--- config.mk ---
export PLATFORM = sky130hd
export DESIGN_NAME = nfi_cell
export DESIGN_NICKNAME = d
export VERILOG_FILES = /design/src/design/nfi_pkg.sv /design/src/design/nfi_cell.sv
export SDC_FILE = /design/constraint.sdc
export NUM_CORES = 1
export LEC_CHECK = 0
export BUFFER_PORTS_ARGS = -buffer_cell sky130_fd_sc_hd__buf_4
export CAP_MARGIN = 10
export CORE_MARGIN = 2
export CORE_UTILIZATION = 50
export DETAILED_ROUTE_END_ITERATION = 16
export PLACE_DENSITY = 0.79
export SLEW_MARGIN = 20
export SYNTH_ARGS = -nofsm -noshare
export SYNTH_HDL_FRONTEND = slang
export SYNTH_SLANG_ARGS = --single-unit
--- constraint.sdc ---
create_clock -name i_clk -period 7.52 [get_ports i_clk]
set_clock_uncertainty 0.15 [all_clocks]
set_input_delay 1.504 -clock i_clk [delete_from_list [all_inputs] [get_ports i_clk]]
set_output_delay 1.504 -clock i_clk [all_outputs]
set_load 0.01 [all_outputs]
--- src/design/nfi_pkg.sv ---
// ----------------------------------------------------------------------------
// nfi_pkg
// Shared types, codes and saturating arithmetic helpers for the Newton
// forward-difference interpolator.
// ----------------------------------------------------------------------------
package nfi_pkg;

    localparam int NFI_MAX_POINTS = 16;
    localparam int NUM_W  = 49;
    localparam int DEN_W  = 40;
    localparam int DIV_BITS = 50;

    typedef enum logic [1:0] {
        CMD_LOAD    = 2'd0,
        CMD_COMPUTE = 2'd1,
        CMD_EVAL    = 2'd2,
        CMD_NONE    = 2'd3
    } t_cmd;

    typedef enum logic [2:0] {
        ST_OK        = 3'd0,
        ST_FEW       = 3'd1,
        ST_FULL      = 3'd2,
        ST_ZERO_STEP = 3'd3,
        ST_NOT_READY = 3'd4
    } t_status;

    typedef enum logic [3:0] {
        S_IDLE, S_C_EMIT0, S_C_START, S_C_MULK, S_C_DIVGO, S_C_DIVW, S_C_EMIT,
        S_E_DIVGO, S_E_DIVW, S_E_MUL1, S_E_RND1, S_E_ACC, S_E_MUL2, S_E_RND2,
        S_E_RESTORE
    } t_state;

    typedef struct packed {
        logic        load_en;
        logic        copy_en;
        logic        diff_en;
        logic        cwr_en;
        logic        rot_en;
        logic [31:0] y_data;
        logic [31:0] c_data;
    } t_cell_ctl;

    function automatic logic signed [31:0] sat34(input logic signed [33:0] v);
        if (v > 34'sd2147483647) begin
            return 32'sh7fffffff;
        end else if (v < -34'sd2147483648) begin
            return 32'sh80000000;
        end
        return v[31:0];
    endfunction

    function automatic logic signed [31:0] mul_round(input logic signed [63:0] p);
        logic        neg;
        logic [63:0] m;
        logic [63:0] r;
        neg = p[63];
        m   = neg ? 64'(-p) : 64'(p);
        r   = (m + 64'd32768) >> 16;
        if (neg) begin
            if (r > 64'd2147483648) begin
                return 32'sh80000000;
            end
            return 32'(64'd0 - r);
        end
        if (r > 64'd2147483647) begin
            return 32'sh7fffffff;
        end
        return r[31:0];
    endfunction

endpackage

--- src/design/nfi_cell.sv ---
// ----------------------------------------------------------------------------
// nfi_cell
// One slot of the sample chain: stored ordinate, working difference and
// coefficient, exchanged with the next slot.
// ----------------------------------------------------------------------------
module nfi_cell (
    input  logic                  i_clk,
    input  nfi_pkg::t_cell_ctl    i_ctl,
    input  logic                  i_sel,
    input  logic signed [31:0]    i_d_next,
    input  logic signed [31:0]    i_c_next,
    output logic signed [31:0]    o_d,
    output logic signed [31:0]    o_c
);
    import nfi_pkg::*;

    logic signed [31:0] r_y;
    logic signed [31:0] r_d;
    logic signed [31:0] r_c;

    always_ff @(posedge i_clk) begin
        if (i_ctl.load_en && i_sel) begin
            r_y <= i_ctl.y_data;
        end
        if (i_ctl.copy_en) begin
            r_d <= r_y;
        end else if (i_ctl.diff_en) begin
            r_d <= sat34(34'(i_d_next) - 34'(r_d));
        end
        if (i_ctl.cwr_en && i_sel) begin
            r_c <= i_ctl.c_data;
        end else if (i_ctl.rot_en) begin
            r_c <= i_c_next;
        end
    end

    assign o_d = r_d;
    assign o_c = r_c;

endmodule

==> results of run 1 <==
metal layers:
metal / wire (um) / vias to the layer above
li1: - / 2369
met1: 6070 / 2336
met2: 8180 / 176
met3: 1110 / 14
met4: 239 / 0
met5: 0 / -
cell families after synthesis:
family / Yosys count / synth area share
flip-flops: 96 / 0.470
buffers and inverters: 63 / 0.0525
XOR/XNOR: 27 / 0.0429
AO/OA/AOI/OAI: 171 / 0.203
AND/OR/NAND/NOR: 116 / 0.101
adder cells (fa/ha/maj): 33 / 0.0686
multiplexers: 34 / 0.0621
stage by stage:
step                      setup slack (ns)  area, um2
after floorplan                       3.44       6130
after global placement                2.35       7660
after detailed placement              2.25       7660
after CTS                             2.61       7950
after global routing                  2.45       7950
final                                 2.68       7950
report_power, final:
part / total [mW] / leakage (nW) / switching [mW] / internal [mW]
sequential: 0.820 / 0.941 / 0.0642 / 0.756
clock: 0.468 / 0.140 / 0.210 / 0.258
combinational: 1.76 / 2.33 / 1.01 / 0.750
cell usage after synthesis, drive strengths merged (8+ instances only):
| cell type | n | area share |
|---|---|---|
| buf | 15 | 0.023 |
| ha | 32 | 0.065 |
| nor2b | 29 | 0.030 |
| clkbuf | 10 | 0.0063 |
| xnor2 | 18 | 0.027 |
| xor2 | 9 | 0.016 |
| edfxtp | 96 | 0.47 |
| nor2 | 16 | 0.0098 |
| a21oi | 66 | 0.071 |
| o21bai | 9 | 0.013 |
| a21o | 13 | 0.017 |
| o21ai | 42 | 0.034 |
| inv | 38 | 0.023 |
| o21a | 8 | 0.0098 |
| nand2 | 25 | 0.015 |
| o211ai | 8 | 0.011 |
| mux2 | 32 | 0.059 |
registers in the layout, summed over array words and instances, names as in the netlist:
| name | count |
|---|---|
| o_c | 32 |
| o_d | 32 |
| r_y | 32 |
worst paths after layout:
| check | from | endpoint | slack, ns | depth (start not counted) |
|---|---|---|---|---|
| worst min-delay path | r_y[2]$_DFFE_PP_ | o_d[2]$_DFFE_PP_ | 0.38 | 2 |
| worst max-delay path | i_d_next[0] | o_d[5]$_DFFE_PP_ | 2.68 | 14 |
| worst max register to register | o_d[0]$_DFFE_PP_ | o_d[5]$_DFFE_PP_ | 3.63 | 12 |
| worst min register to register | r_y[2]$_DFFE_PP_ | o_d[2]$_DFFE_PP_ | 0.38 | 2 |
layout by cell type, fill, tap and decap left out, drive strengths merged, types with 7 or more instances in the layout:
| cell | n |
|---|---|
| buf | 203 |
| edfxtp | 96 |
| a21oi | 66 |
| o21ai | 42 |
| inv | 40 |
| mux2 | 32 |
| ha | 32 |
| nor2b | 29 |
| nand2 | 25 |
| xnor2 | 18 |
| nor2 | 16 |
| a21o | 13 |
| clkbuf | 9 |
| xor2 | 9 |
| o21bai | 9 |
| o21a | 8 |
| o211ai | 8 |
| and2 | 7 |
| and3 | 7 |
| nand3 | 7 |
| nand4 | 7 |
area by class of cell:
cell class              instances  area (um2)  share of cell area
clock buffers                   9         225              0.0283
multi-input cells             381        2920               0.368
clock inverters                 6        67.6             0.00850
repair buffers                203        1520               0.192
inverters                      38         143              0.0179
well taps                     147         184              0.0231
flip-flops and latches         96        2880               0.363
critical path, cell delays in order:
cell	delay (ns)
buf_4	0.10
inv_1	0.06
ha_1	0.17
inv_1	0.05
fa_1	0.43
a211o_1	0.32
a211oi_2	0.30
o21a_1	0.16
nor2_1	0.09
a21oi_4	0.19
xor2_4	0.08
buf_4	0.26
a21oi_4	0.84
a21oi_1	0.16
==> flow_summary.yaml, run 1 <==
floorplanning:
  start_util: 0.510
  core_area_mm2: 0.0120
  row_count: 40
  dieArea_mm2: 0.0132
  die_w_um: 115
  dieHeight_um: 115
  ioPinCount: 199
sta:
  drv_slew: 0
  fin_crit_sh: 0.644
  hold_violations: 0
  timing.fmax_mhz: 206
  relSlewSlack: 0.321
  rsz0062_at_grt: "false"
  setup_viol: 0
  tns_ns: 0
  timing.hold.ws_ns: 0.380
  layout_min_cycle_time_ns: 4.84
  worst_slew_pin_slew_ns: 1.02
route:
  via_count: 4895
  viasPerCell: 5.56
  drc: 0
  drt_iter0_drc: 247
  wl_per_cell_um: 17.7
  wl_mm: 15.6
  first_pass_iters: 4
  antenna_left: 0
final_layout:
  area_growth_pct: 29.7
  fillerInstances: 929
  drive_gt1_frac: 0.394
  postLayoutCoreUtil: 0.662
  n_antenna_cell: 0
  finalNonFillerCells: 880
  nets: 897
setup_path:
  path_max_fanout: 33
  crit_required_ns: 7.42
  critPathLaunchType: "primary input"
  worstSetupPathType: "primary input to register"
  critPathArrivalTime_ns: 4.75
  cp-end-kind: "register"
cts:
  cts_hold_buf: 0
  htree_levels: 3
  cts_made_buffers: 9
  cts_resized: 0
  numClockSinks: 96
  cts_root_buf: "clkbuf_16"
  cts_setup_buffers: 0
  path_clk_slew_ns: 0.08
  clockBufferDepth: 2
  clk_latency_ns: 0.36
  cts_tree: "built"
place:
  place_inst: 865
  dp_hpwl_mm: 11.8
  place_congestion: 0.859
  port_buffers: 198
logic_synthesis:
  synth_edf_count: 96
  syn-mean-instance-area_um2: 11.3
  netlist_area_mm2: 0.00613
  yosysWarningCount: 0
  synthCells: 540
  async_flop_share: 0
  ys_seq_elements: 96
  syn_nets: 708
  ys_seq_area_frac: 0.470
  ys.flop_type: "edfxtp_1"
  ys_types: 62
pwr:
  ir_worst_vdd_mv: 0.185
  total_power_mw: 3.05
  p_per_area_mw_per_mm2: 384
  p_leak_nw: 3.41
grt:
  antenna_found_initial: 0
  grt_pass1_vias: 5084
  overflow: 0
  use_met1: 0.277
  grt_use_met2: 0.434
  grt_max_degree: 38
  grt_pass1_wl_mm: 24.5
  grt_use_total: 0.240
  grt_busiest_layer: "met2"
  use_met3: 0.0731
hold_path:
  hp-class: "register to register"
outcome:
  outcome: "finished clean"
job:
  timing.max_cap.violations: 0
No activity file was read; power rests on OpenSTA's default activity.
==> run 2: changes to the inputs <==
- clock period: 7.52 -> 4.8 ns (I/O delays scaled with it)
==> flow_summary.yaml, run 2 (synthesis gave the netlist of run 1 again) <==
outcome:
  outcome: "finished clean"
hold_path:
  hp-class: "register to register"
final_layout:
  n_antenna_cell: 0
  final_common_cell: "buf_4"
  final_cell_area_mm2: 0.00795
  nets: 898
  final_cell_mix: "buf_4 (203), edfxtp_1 (96), a21oi_1 (42), inv_1 (38)"
  finalNonFillerCells: 882
  drive_gt1_frac: 0.395
  postLayoutCoreUtil: 0.662
  area_growth_pct: 29.7
  fillerInstances: 951
place:
  dp_slack_ns: 0.674
  post_dp_cell_area_mm2: 0.00768
  place_congestion: 0.901
  port_buffers: 198
  place_inst: 866
  dp_hpwl_mm: 12.0
cts:
  cts_setup_buffers: 0
  cts_root_buf: "clkbuf_16"
  clockBufferDepth: 2
  cts_made_buffers: 9
  numClockSinks: 96
  cts_resized: 0
  cts_tree: "built"
  clk_latency_ns: 0.35
  htree_levels: 3
  cts_hold_buf: 0
  path_clk_slew_ns: 0.07
floorplanning:
  row_count: 40
  ioPinCount: 199
  core_area_mm2: 0.0120
  start_util: 0.510
  die_w_um: 115
  dieHeight_um: 115
  dieArea_mm2: 0.0132
sta:
  tns_ns: 0
  timing.fmax_mhz: 264
  relSlewSlack: 0.444
  layout_min_cycle_time_ns: 3.79
  drv_slew: 0
  hold_violations: 0
  fin_ws_ns: 1.01
  fin_crit_sh: 0.789
  rsz0062_at_grt: "false"
  setup_viol: 0
  worst_slew_pin_slew_ns: 0.834
pwr:
  combPwrFrac: 0.585
  intPower_mw: 2.73
  power_frac_seq: 0.273
  pwr-share-clk: 0.143
  p_per_area_mw_per_mm2: 597
  ir_worst_vdd_mv: 0.246
  p_sw_frac: 0.425
  p_leak_nw: 3.41
  p_switching_mw: 2.02
job:
  timing.max_cap.violations: 0
route:
  wl_mm: 15.6
  viasPerCell: 5.57
  wl_per_cell_um: 17.7
  drt_iter0_drc: 251
  antenna_left: 0
  via_count: 4912
  first_pass_iters: 5
  drc: 0
grt:
  grt_pass1_vias: 4963
  grt_use_total: 0.241
  antenna_found_initial: 0
  grt_use_met2: 0.430
  grt_busiest_layer: "met2"
  grt_pass1_wl_mm: 24.7
  grt_max_degree: 38
  overflow: 0
  use_met3: 0.0588
  use_met1: 0.279
setup_path:
  path_max_fanout: 32
  worstSetupPathType: "primary input to register"
  critPathLaunchType: "primary input"
  crit_required_ns: 4.84
  critPathArrivalTime_ns: 3.82
  cp-end-kind: "register"
-- run 2: cell count changes in the layout (fill, tap and decap cells not counted) --
| cell | delta |
|---|---|
| buf_12 | +1 |
| bufinv_16 | -1 |
| clkbuf_1 | +1 |
| clkinv_2 | +1 |
-- run 2: per-stage QoR --
stage	hold slack (ns)	total power, mW
after floorplan	0.350	3.35
after global placement	0.365	4.01
after detailed placement	0.370	4.07
after CTS	0.386	4.76
after global routing	0.417	5.08
final	0.383	4.74
-- run 2: power by group through the flow --
stage	Sequential (mW)	Clock, mW	Combinational, mW
2_1_floorplan	1.36	0	1.98
3_3_place_gp	1.31	0	2.71
3_5_place_dp	1.31	0	2.76
4_1_cts	1.30	0.687	2.78
5_1_grt	1.31	0.717	3.06
6_report	1.29	0.677	2.77
-- run 2: area by class of cell --
| class | instances | area, um2 | area share |
|---|---|---|---|
| clock buffers | 10 | 229 | 0.0288 |
| clock inverters | 6 | 42.5 | 0.00535 |
| inverters | 38 | 143 | 0.0179 |
| multi-input cells | 381 | 2920 | 0.368 |
| flip-flops and latches | 96 | 2880 | 0.363 |
| well taps | 147 | 184 | 0.0231 |
| repair buffers | 204 | 1540 | 0.194 |
-- run 2: final timing paths --
| kind | from | endpoint | slack, ns | cells after the start |
|---|---|---|---|---|
| worst min-delay path | r_y[31]$_DFFE_PP_ | o_d[31]$_DFFE_PP_ | 0.38 | 2 |
| worst max-delay path | i_d_next[0] | o_d[29]$_DFFE_PP_ | 1.01 | 14 |
| worst min register to register | r_y[31]$_DFFE_PP_ | o_d[31]$_DFFE_PP_ | 0.38 | 2 |
| worst max register to register | o_d[0]$_DFFE_PP_ | o_d[29]$_DFFE_PP_ | 1.37 | 12 |
-- run 2: worst max-delay path, stage by stage --
cell,delay (ns)
buf_4,0.11
inv_1,0.05
ha_1,0.19
inv_1,0.06
fa_1,0.43
a211o_1,0.31
a211oi_2,0.31
o21a_1,0.17
nor2_1,0.11
a21oi_4,0.19
xor2_4,0.19
buf_4,0.36
o21bai_2,0.18
o211ai_1,0.19
-- run 2: metal layers --
layer | share of wire | vias to the layer above
li1 | - | 2375
met1 | 0.39 | 2322
met2 | 0.52 | 188
met3 | 0.069 | 27
met4 | 0.022 | 0
met5 | 0 | -
