--- src/design/nfi_pkg.sv ---
// ----------------------------------------------------------------------------
// nfi_pkg
// Shared types, codes and saturating arithmetic helpers for the Newton
// forward-difference interpolator.
// ----------------------------------------------------------------------------
package nfi_pkg;

    localparam int NFI_MAX_POINTS = 16;
    localparam int NUM_W  = 49;
    localparam int DEN_W  = 40;
    localparam int DIV_BITS = 50;

    typedef enum logic [1:0] {
        CMD_LOAD    = 2'd0,
        CMD_COMPUTE = 2'd1,
        CMD_EVAL    = 2'd2,
        CMD_NONE    = 2'd3
    } t_cmd;

    typedef enum logic [2:0] {
        ST_OK        = 3'd0,
        ST_FEW       = 3'd1,
        ST_FULL      = 3'd2,
        ST_ZERO_STEP = 3'd3,
        ST_NOT_READY = 3'd4
    } t_status;

    typedef enum logic [3:0] {
        S_IDLE, S_C_EMIT0, S_C_START, S_C_MULK, S_C_DIVGO, S_C_DIVW, S_C_EMIT,
        S_E_DIVGO, S_E_DIVW, S_E_MUL1, S_E_RND1, S_E_ACC, S_E_MUL2, S_E_RND2,
        S_E_RESTORE
    } t_state;

    typedef struct packed {
        logic        load_en;
        logic        copy_en;
        logic        diff_en;
        logic        cwr_en;
        logic        rot_en;
        logic [31:0] y_data;
        logic [31:0] c_data;
    } t_cell_ctl;

    function automatic logic signed [31:0] sat34(input logic signed [33:0] v);
        if (v > 34'sd2147483647) begin
            return 32'sh7fffffff;
        end else if (v < -34'sd2147483648) begin
            return 32'sh80000000;
        end
        return v[31:0];
    endfunction

    function automatic logic signed [31:0] mul_round(input logic signed [63:0] p);
        logic        neg;
        logic [63:0] m;
        logic [63:0] r;
        neg = p[63];
        m   = neg ? 64'(-p) : 64'(p);
        r   = (m + 64'd32768) >> 16;
        if (neg) begin
            if (r > 64'd2147483648) begin
                return 32'sh80000000;
            end
            return 32'(64'd0 - r);
        end
        if (r > 64'd2147483647) begin
            return 32'sh7fffffff;
        end
        return r[31:0];
    endfunction

endpackage

--- src/design/nfi_div.sv ---
// ----------------------------------------------------------------------------
// nfi_div
// Shared radix-2 restoring divider, rounds to nearest (ties away from zero)
// and saturates the quotient to 32 bits.
// ----------------------------------------------------------------------------
module nfi_div (
    input  logic                          i_clk,
    input  logic                          i_rst_n,
    input  logic                          i_start,
    input  logic signed [nfi_pkg::NUM_W-1:0] i_num,
    input  logic signed [nfi_pkg::DEN_W-1:0] i_den,
    output logic                          o_done,
    output logic signed [31:0]            o_quot
);
    import nfi_pkg::*;

    localparam int CW = $clog2(DIV_BITS + 1);

    logic                 r_run;
    logic                 r_fin;
    logic                 r_done;
    logic [CW-1:0]        r_cnt;
    logic                 r_neg;
    logic [DEN_W-1:0]     r_ub;
    logic [DIV_BITS-1:0]  r_dvd;
    logic [DEN_W:0]       r_rem;
    logic signed [31:0]   r_quot;

    logic [NUM_W-1:0]     ua;
    logic [DEN_W-1:0]     ub;
    logic [DEN_W:0]       t;
    logic                 qbit;

    always_comb begin
        ua   = i_num[NUM_W-1] ? NUM_W'(-i_num) : NUM_W'(i_num);
        ub   = i_den[DEN_W-1] ? DEN_W'(-i_den) : DEN_W'(i_den);
        t    = {r_rem[DEN_W-1:0], r_dvd[DIV_BITS-1]};
        qbit = (t >= {1'b0, r_ub});
    end

    always_ff @(posedge i_clk) begin
        if (!i_rst_n) begin
            r_run  <= 1'b0;
            r_fin  <= 1'b0;
            r_done <= 1'b0;
            r_cnt  <= '0;
        end else begin
            r_done <= r_fin;
            r_fin  <= 1'b0;
            if (i_start) begin
                r_run <= 1'b1;
                r_cnt <= CW'(DIV_BITS);
            end else if (r_run) begin
                r_cnt <= r_cnt - 1'b1;
                if (r_cnt == CW'(1)) begin
                    r_run <= 1'b0;
                    r_fin <= 1'b1;
                end
            end
        end
    end

    always_ff @(posedge i_clk) begin
        if (i_start) begin
            r_neg <= i_num[NUM_W-1] ^ i_den[DEN_W-1];
            r_ub  <= ub;
            r_dvd <= DIV_BITS'(ua) + DIV_BITS'(ub >> 1);
            r_rem <= '0;
        end else if (r_run) begin
            r_rem <= qbit ? (t - {1'b0, r_ub}) : t;
            r_dvd <= {r_dvd[DIV_BITS-2:0], qbit};
        end
        if (r_fin) begin
            if (r_neg) begin
                r_quot <= (r_dvd > DIV_BITS'(64'd2147483648)) ? 32'sh80000000
                                                               : 32'(-r_dvd);
            end else begin
                r_quot <= (r_dvd > DIV_BITS'(64'd2147483647)) ? 32'sh7fffffff
                                                               : r_dvd[31:0];
            end
        end
    end

    assign o_done = r_done;
    assign o_quot = r_quot;

endmodule

--- config.mk ---
export PLATFORM = sky130hd
export DESIGN_NAME = nfi_div
export DESIGN_NICKNAME = d
export VERILOG_FILES = /design/src/design/nfi_pkg.sv /design/src/design/nfi_div.sv
export SDC_FILE = /design/constraint.sdc
export NUM_CORES = 1
export LEC_CHECK = 0
export BUFFER_PORTS_ARGS = -buffer_cell sky130_fd_sc_hd__buf_2
export CAP_MARGIN = 20
export CELL_PAD_IN_SITES_DETAIL_PLACEMENT = 1
export CELL_PAD_IN_SITES_GLOBAL_PLACEMENT = 1
export CORE_MARGIN = 2
export CORE_UTILIZATION = 30
export DETAILED_ROUTE_END_ITERATION = 6
export GPL_TIMING_DRIVEN = 0
export HOLD_SLACK_MARGIN = 0.08
export PLACE_DENSITY_LB_ADDON = 0.3
export SLEW_MARGIN = 15
export SYNTH_ARGS = -nofsm -noshare
export SYNTH_HDL_FRONTEND = slang
export SYNTH_SLANG_ARGS = --single-unit
--- constraint.sdc ---
create_clock -name i_clk -period 11.5 [get_ports i_clk]
set_input_delay 2.3 -clock i_clk [delete_from_list [all_inputs] [get_ports i_clk]]
set_output_delay 2.3 -clock i_clk [all_outputs]
set_load 0.1 [all_outputs]
==> impl_metrics.tcl, run 1 <==
set metrics [dict create \
    fin_ws_ns 3.43 \
    cts_setup_buffers 0 \
    num_rows 79 \
    cp.required_ns 11.70 \
    mostFrequentLayoutCell "nor2_1" \
    yosysWarnings 0 \
    tightest_slew_ns 1.10 \
    drc 0 \
    area_growth_syn_to_layout_pct 14.3 \
    crit_fanout 10 \
    criticalPathCategory "in -> reg" \
    rsz0062_at_grt "no" \
    rr_endpoint "r_rem[28]$_SDFFE_PP0P_" \
    start_kind "input pin" \
    ctsHoldBuffers 0 \
    hold_violations 0 \
    mostFrequentLayoutCells "nor2_1 (140), buf_2 (129), xnor2_1 (127)" \
    use_met3_pct 2.30 \
    power.density_nw_per_um2 140 \
    pre_cts_ws_ns 3.04 \
    ys_ff_latch 172 \
    cts_max_level 4 \
    synth_edf_count 123 \
    cts_root_buf "clkbuf_16" \
    initialDrtViolationCount 724 \
    endpoint_kind "flip-flop" \
    die_width_um 221 \
    cts.sinks 172 \
    dp_hpwl_um 42100 \
    crit_end "r_dvd[43]$_DFFE_PP_" \
    fin_crit_sh_pct 70.2 \
    synth-async-reset-ratio_pct 0 \
    worstHoldStart "r_rem[1]$_SDFFE_PP0P_" \
    busiest_layer "met2" \
    first_global_vias 13800 \
    routedWlPerCell_um 22.1 \
    cpPeakStageDelay_ns 0.66 \
    synthTopCellsByArea "edfxtp_1 (26%), xnor2_1 (7.9%), ha_1 (7.3%), dfxtp_1 (6.9%), a21oi_1 (4.0%)" \
    antenna_found_initial 3 \
    routed_wl_um 52800 \
    tritoncts "done" \
    worst-path-buf-inv 5 \
    status "completed" \
    vias 13500 \
    cts.clk_slew.worst_paths_ns 0.08 \
    ys_seq_area_share_pct 33.0 \
    fmax_mhz 124 \
    vdd_drop_max_mv 0.0676 \
    overflow 0 \
    hold-path-cell-count 2 \
    placeableCoreArea_um2 46600 \
    ant_nets 0 \
    synth_nets 1802 \
    synth-main-ff-cell "edfxtp_1" \
    fin_worst_skew_ns 0.0159 \
    avgSynthCellArea_um2 8.70 \
    crit-reg2reg-launch "r_dvd[49]$_DFFE_PP_" \
    track_usage_pct 21.2 \
    regArea_um2 4680 \
    io_buffers 124 \
    hp-class "reg -> reg" \
    netlist_area_um2 14100 \
    place.gp.congestion 0.931 \
    cp_common_cell "clkbuf_1" \
    crit_chain "buf_2, clkbuf_8, clkbuf_1, clkbuf_1, clkbuf_1, o21ai_0, ha_1, a21oi_1, nor2_1, or4_1, a31oi_1, a31oi_1, a41oi_1, a2111oi_0, o211ai_1, nand2_1, a21oi_1, o221ai_1" \
    drive_gt1_share_pct 12.8 \
    netlist_instances 1626 \
    crit_cells 18 \
    pin_count 125 \
    slew_headroom_pct 26.3 \
    yosysUniqueCellTypes 92 \
    cts_resized 0 \
    use_met2_pct 38.0 \
    reg2reg_slack_ns 6.18 \
    setup_violations 0 \
    synth_area_leader_cell "edfxtp_1" \
    reg2regPathDepth 14 \
    dieArea_um2 48900 \
    nNetsFinal 1945 \
    maxSlewViolCount 0 \
    grt_first_pass_wirelength_um 81100 \
    clk-insertion-delay-late_ns 0.47 \
    start_util_pct 30.4 \
    period_needed_ns 8.07 \
    setup_tns_ns 0 \
    path_delay_family "compound AO/OA/AOI/OAI gates" \
    synthDominantCellAreaShare_pct 26.1 \
    p_leak_nw 6.08 \
    multi_input_area_um2 8780 \
    startpoint "i_num[48]" \
    cts_buffers 17 \
    grt_max_degree 51 \
    grt_use_met1_pct 26.3 \
    die_height_um 221 \
    fillers 5476 \
    maxCapViolCount 0 \
    antenna_cells 0 \
    viasPerCell 5.63 \
    first_pass_iters 5 \
    cts.path.max_buffers 2 \
    cp_data_arrival_time_ns 8.27 \
    slowest_stage "clkbuf_1" \
]
sequential cells by signal, indices dropped and copies added, names as in the netlist:
register  count
o_quot       32
o_done        1
r_fin         1
r_run         1
r_dvd        50
r_neg         1
r_ub         40
r_cnt         6
r_rem        40
report_power, final:
group | internal (W) | switching, W | leakage (nW)
Sequential | 0.000763 | 0.0000795 | 1.59
Combinational | 0.000305 | 0.000489 | 4.18
Clock | 0.000318 | 0.000315 | 0.307
Total | 0.00139 | 0.000883 | 6.08
cell usage after synthesis (all sizes together) (17+ instances only):
master and count:
dfxtp 49, or3 28, nor4 20, nor2b 23, nand2 111, a211oi 40, xnor2 127, clkbuf 73
ha 82, nand3 34, a21oi 114, or4 18, o31ai 26, nand4 25, xor2 28, a21o 40
edfxtp 123, inv 82, nor2 141, nor3 44, o311ai 23, o41ai 17, o21ai 113, mux2 26
through the flow:
step	utilization [%]	hold slack (ns)	power [W]	std cells	instance area, µm²
2_1_floorplan	-	0.458	0.00136	1626	14100
3_3_place_gp	33.4	0.483	0.00162	2357	15500
3_5_place_dp	33.4	0.492	0.00164	2357	15500
4_1_cts	34.7	0.504	0.00228	2389	16200
5_1_grt	34.7	0.533	0.00238	2389	16200
6_report	34.7	0.504	0.00227	2389	16200
worst reg2reg max path, delay by kind of cell, from the launching register on:
kind,cells,cell delay [ns]
AOI/OAI and AO/OA,8,2.72
buffers and inverters,3,1.34
DFF,1,0.50
muxes,1,0.29
adders and majority gates,1,0.21
and+or+nand+nor,1,0.12
logic make-up after synthesis:
family                     count (synthesis)  share of synthesized area [%]
and+or+nand+nor                          516                           18.6
AOI/OAI and AO/OA                        498                           23.6
DFF                                      172                           33.0
buffers and inverters                    166                           4.93
xor gates and xnor gates                 155                           9.65
adders and majority gates                 87                           7.75
muxes                                     32                           2.49
metal layers:
layer  vias up  share of wire, %
li1       6381                 -
met5         -                 0
met3        74               3.1
met1      6728                44
met2       278                50
met4         0               2.9
worst min path at each step:
stage / endpoint
global route: r_rem[1]$_SDFFE_PP0P_
global placement: r_rem[1]$_SDFFE_PP0P_
floorplan: r_rem[1]$_SDFFE_PP0P_
finish: r_rem[1]$_SDFFE_PP0P_
CTS: r_rem[1]$_SDFFE_PP0P_
detailed placement: r_rem[1]$_SDFFE_PP0P_
final cells by class:
| cell class | instances | area share [%] |
|---|---|---|
| clock inverter | 15 | 1.28 |
| timing repair buffer | 124 | 3.84 |
| clock buffer | 17 | 2.63 |
| multi-input combinational | 1288 | 54.3 |
| inverter | 83 | 1.93 |
| sequential | 172 | 28.9 |
| buffer | 83 | 2.38 |
| tap | 607 | 4.70 |
Power figures use the tool's default switching activity.
==> run 2: changes to the inputs <==
ABC_AREA = 1   (was default)
clock period = 7 ns   (was 11.5 ns; I/O delays follow)
==> impl_metrics.tcl, run 2 <==
set metrics [dict create \
    status "completed" \
    synth_edf_count 123 \
    pin_count 125 \
    grt_first_pass_wirelength_um 92000 \
    hold_violations 0 \
    slew_headroom_pct 26.7 \
    initialDrtViolationCount 928 \
    cts_resized 0 \
    dpl_cell_area_um2 16600 \
    synth-main-ff-cell "edfxtp_1" \
    setup_tns_ns 0 \
    dr_wl_met3_um 2390 \
    cts_buffers 17 \
    netlist_instances 2219 \
    slowest_stage "clkbuf_1" \
    antenna_cells 0 \
    grt_max_degree 43 \
    cts_max_level 4 \
    io_buffers 124 \
    placeableCoreArea_um2 50000 \
    cts.path.max_buffers 2 \
    fin_worst_skew_ns 0.0149 \
    nNetsFinal 2539 \
    placed_cells 3016 \
    crit_fanout 10 \
    cts_setup_buffers 0 \
    drive_gt1_share_pct 8.96 \
    wl_met1_um 28500 \
    largest_register_ffs 50 \
    die_width_um 229 \
    synth_nets 2395 \
    synth-async-reset-ratio_pct 0 \
    period_needed_ns 6.01 \
    tritoncts "done" \
    worst-path-buf-inv 5 \
    cp_data_arrival_time_ns 6.22 \
    synthTopCellsByArea "edfxtp_1 (24%), nand2_1 (14%), ha_1 (6.8%), nor2_1 (6.7%), dfxtp_1 (6.5%)" \
    first_pass_iters 5 \
    num_rows 82 \
    synth_common_cells "nand2_1 (564), nor2_1 (269), inv_1 (258)" \
    start_kind "input pin" \
    crit_chain "buf_2, clkbuf_1, buf_1, clkbuf_1, buf_1, nand2_1, xnor2_1, ha_1, a21oi_1, o21ai_0, a21oi_1, o21ai_1, a21oi_1, nor2_1, nor2_1, o21ai_1, xnor2_1, o21ai_1" \
    cts.sinks 172 \
    highest_layer "met4" \
    yosysUniqueCellTypes 55 \
    avgSynthCellArea_um2 6.82 \
    power.density_nw_per_um2 201 \
    first_global_vias 16200 \
    cts.clk_slew.worst_paths_ns 0.07 \
    cts_root_buf "clkbuf_16" \
    cpPeakStageDelay_ns 0.49 \
    synth_area_leader_cell "edfxtp_1" \
    viasPerCell 5.14 \
    fmax_mhz 166 \
    ys_seq_area_share_pct 30.9 \
    fin_crit_sh_pct 85.9 \
    synthDominantCellAreaShare_pct 24.4 \
    maxSlewViolCount 0 \
    routedWlPerCell_um 19.1 \
    area_growth_syn_to_layout_pct 14.1 \
    synth_most_common_cell "nand2_1" \
    ant_nets 0 \
    dieArea_um2 52300 \
    mostFrequentLayoutCell "nand2_1" \
    maxCapViolCount 0 \
    start_util_pct 30.3 \
    endpoint_kind "flip-flop" \
    rsz0062_at_grt "no" \
    track_usage_pct 22.4 \
    dp_hpwl_um 49600 \
    antenna_found_initial 0 \
    routed_wl_um 58300 \
    overflow 0 \
    hp-class "reg -> reg" \
    tightest_slew_ns 1.10 \
    die_height_um 229 \
    clk-insertion-delay-late_ns 0.47 \
    p_leak_nw 7.50 \
    ys_ff_latch 172 \
    ctsHoldBuffers 0 \
    path_delay_family "buffers and inverters" \
    regMostFlops "r_dvd" \
    yosysWarnings 0 \
    vias 15700 \
    place.gp.congestion 0.922 \
    hold_ws_ns 0.481 \
    setup_violations 0 \
    vdd_drop_max_mv 0.196 \
    wl_met2_um 26000 \
    stdcell_count 3048 \
    reg.largest.list "r_dvd: 50 flops, r_rem: 40 flops, r_ub: 40 flops" \
    cp.required_ns 7.21 \
    mostFrequentLayoutCells "nand2_1 (564), nor2_1 (269), inv_1 (257)" \
    criticalPathCategory "in -> reg" \
    drc 0 \
    stdcell_area_um2 17300 \
    netlist_area_um2 15100 \
    fillers 6414 \
]
-- run 2: cell types whose count changed in the layout (fill, tap and decap cells not counted), sizes merged, moves of 67 or more --
cell | previous run | this run
nand2 | 111 | 573
inv | 89 | 265
nor2 | 141 | 287
nand3 | 34 | 133
o21ai | 113 | 186
xnor2 | 127 | 54
xor2 | 28 | 95
-- run 2: worst paths after layout --
path	startpoint	end	slack, ns	cells past startpoint
worst min-delay path	r_rem[16]$_SDFFE_PP0P_	r_rem[16]$_SDFFE_PP0P_	0.48	2
worst min register to register	r_rem[16]$_SDFFE_PP0P_	r_rem[16]$_SDFFE_PP0P_	0.48	2
worst max-delay path	i_num[48]	r_dvd[23]$_DFFE_PP_	0.99	18
worst max register to register	r_dvd[49]$_DFFE_PP_	r_rem[36]$_SDFFE_PP0P_	3.15	15
-- run 2: cell families after synthesis --
| kind of cell | after synthesis | synth area share [%] |
|---|---|---|
| and+or+nand+nor | 1102 | 30.9 |
| xor gates and xnor gates | 149 | 8.62 |
| buffers and inverters | 310 | 7.79 |
| DFF | 172 | 30.9 |
| adders and majority gates | 84 | 7.04 |
| AOI/OAI and AO/OA | 402 | 14.7 |
-- run 2: per-stage QoR --
step	setup WS, ns	power, W	util (%)
after CTS	1.12	0.00349	34.6
final	0.987	0.00348	34.6
after floorplan	2.27	0.00200	-
after detailed placement	0.634	0.00242	33.3
after global placement	0.681	0.00239	33.2
after global routing	0.669	0.00367	34.6
-- run 2: layer usage --
metal  GRT usage, %  up-vias
li1               -     7674
met1           31.4     7609
met2           36.0      330
met3           2.63       59
met4           6.88        0
met5              0        -
-- run 2: cell type report --
cell class	instances	area [µm²]	area share [%]
multi-input combinational	1737	9280	53.8
sequential	172	4680	27.1
inverter	264	991	5.74
tap	672	841	4.87
timing repair buffer	125	641	3.71
clock buffer	18	429	2.49
clock inverter	14	215	1.25
buffer	46	189	1.09
-- run 2: tightest hold or removal path: cells and delay by family (launching register included) --
family / cells / cell delay [ns]
flops: 1 / 0.33
simple gates: 2 / 0.12
-- run 2: power breakdown --
| group | internal (W) | switching [W] |
|---|---|---|
| clock | 0.000634 | 0.000432 |
| combinational | 0.000340 | 0.000759 |
| sequential | 0.00121 | 0.0000972 |
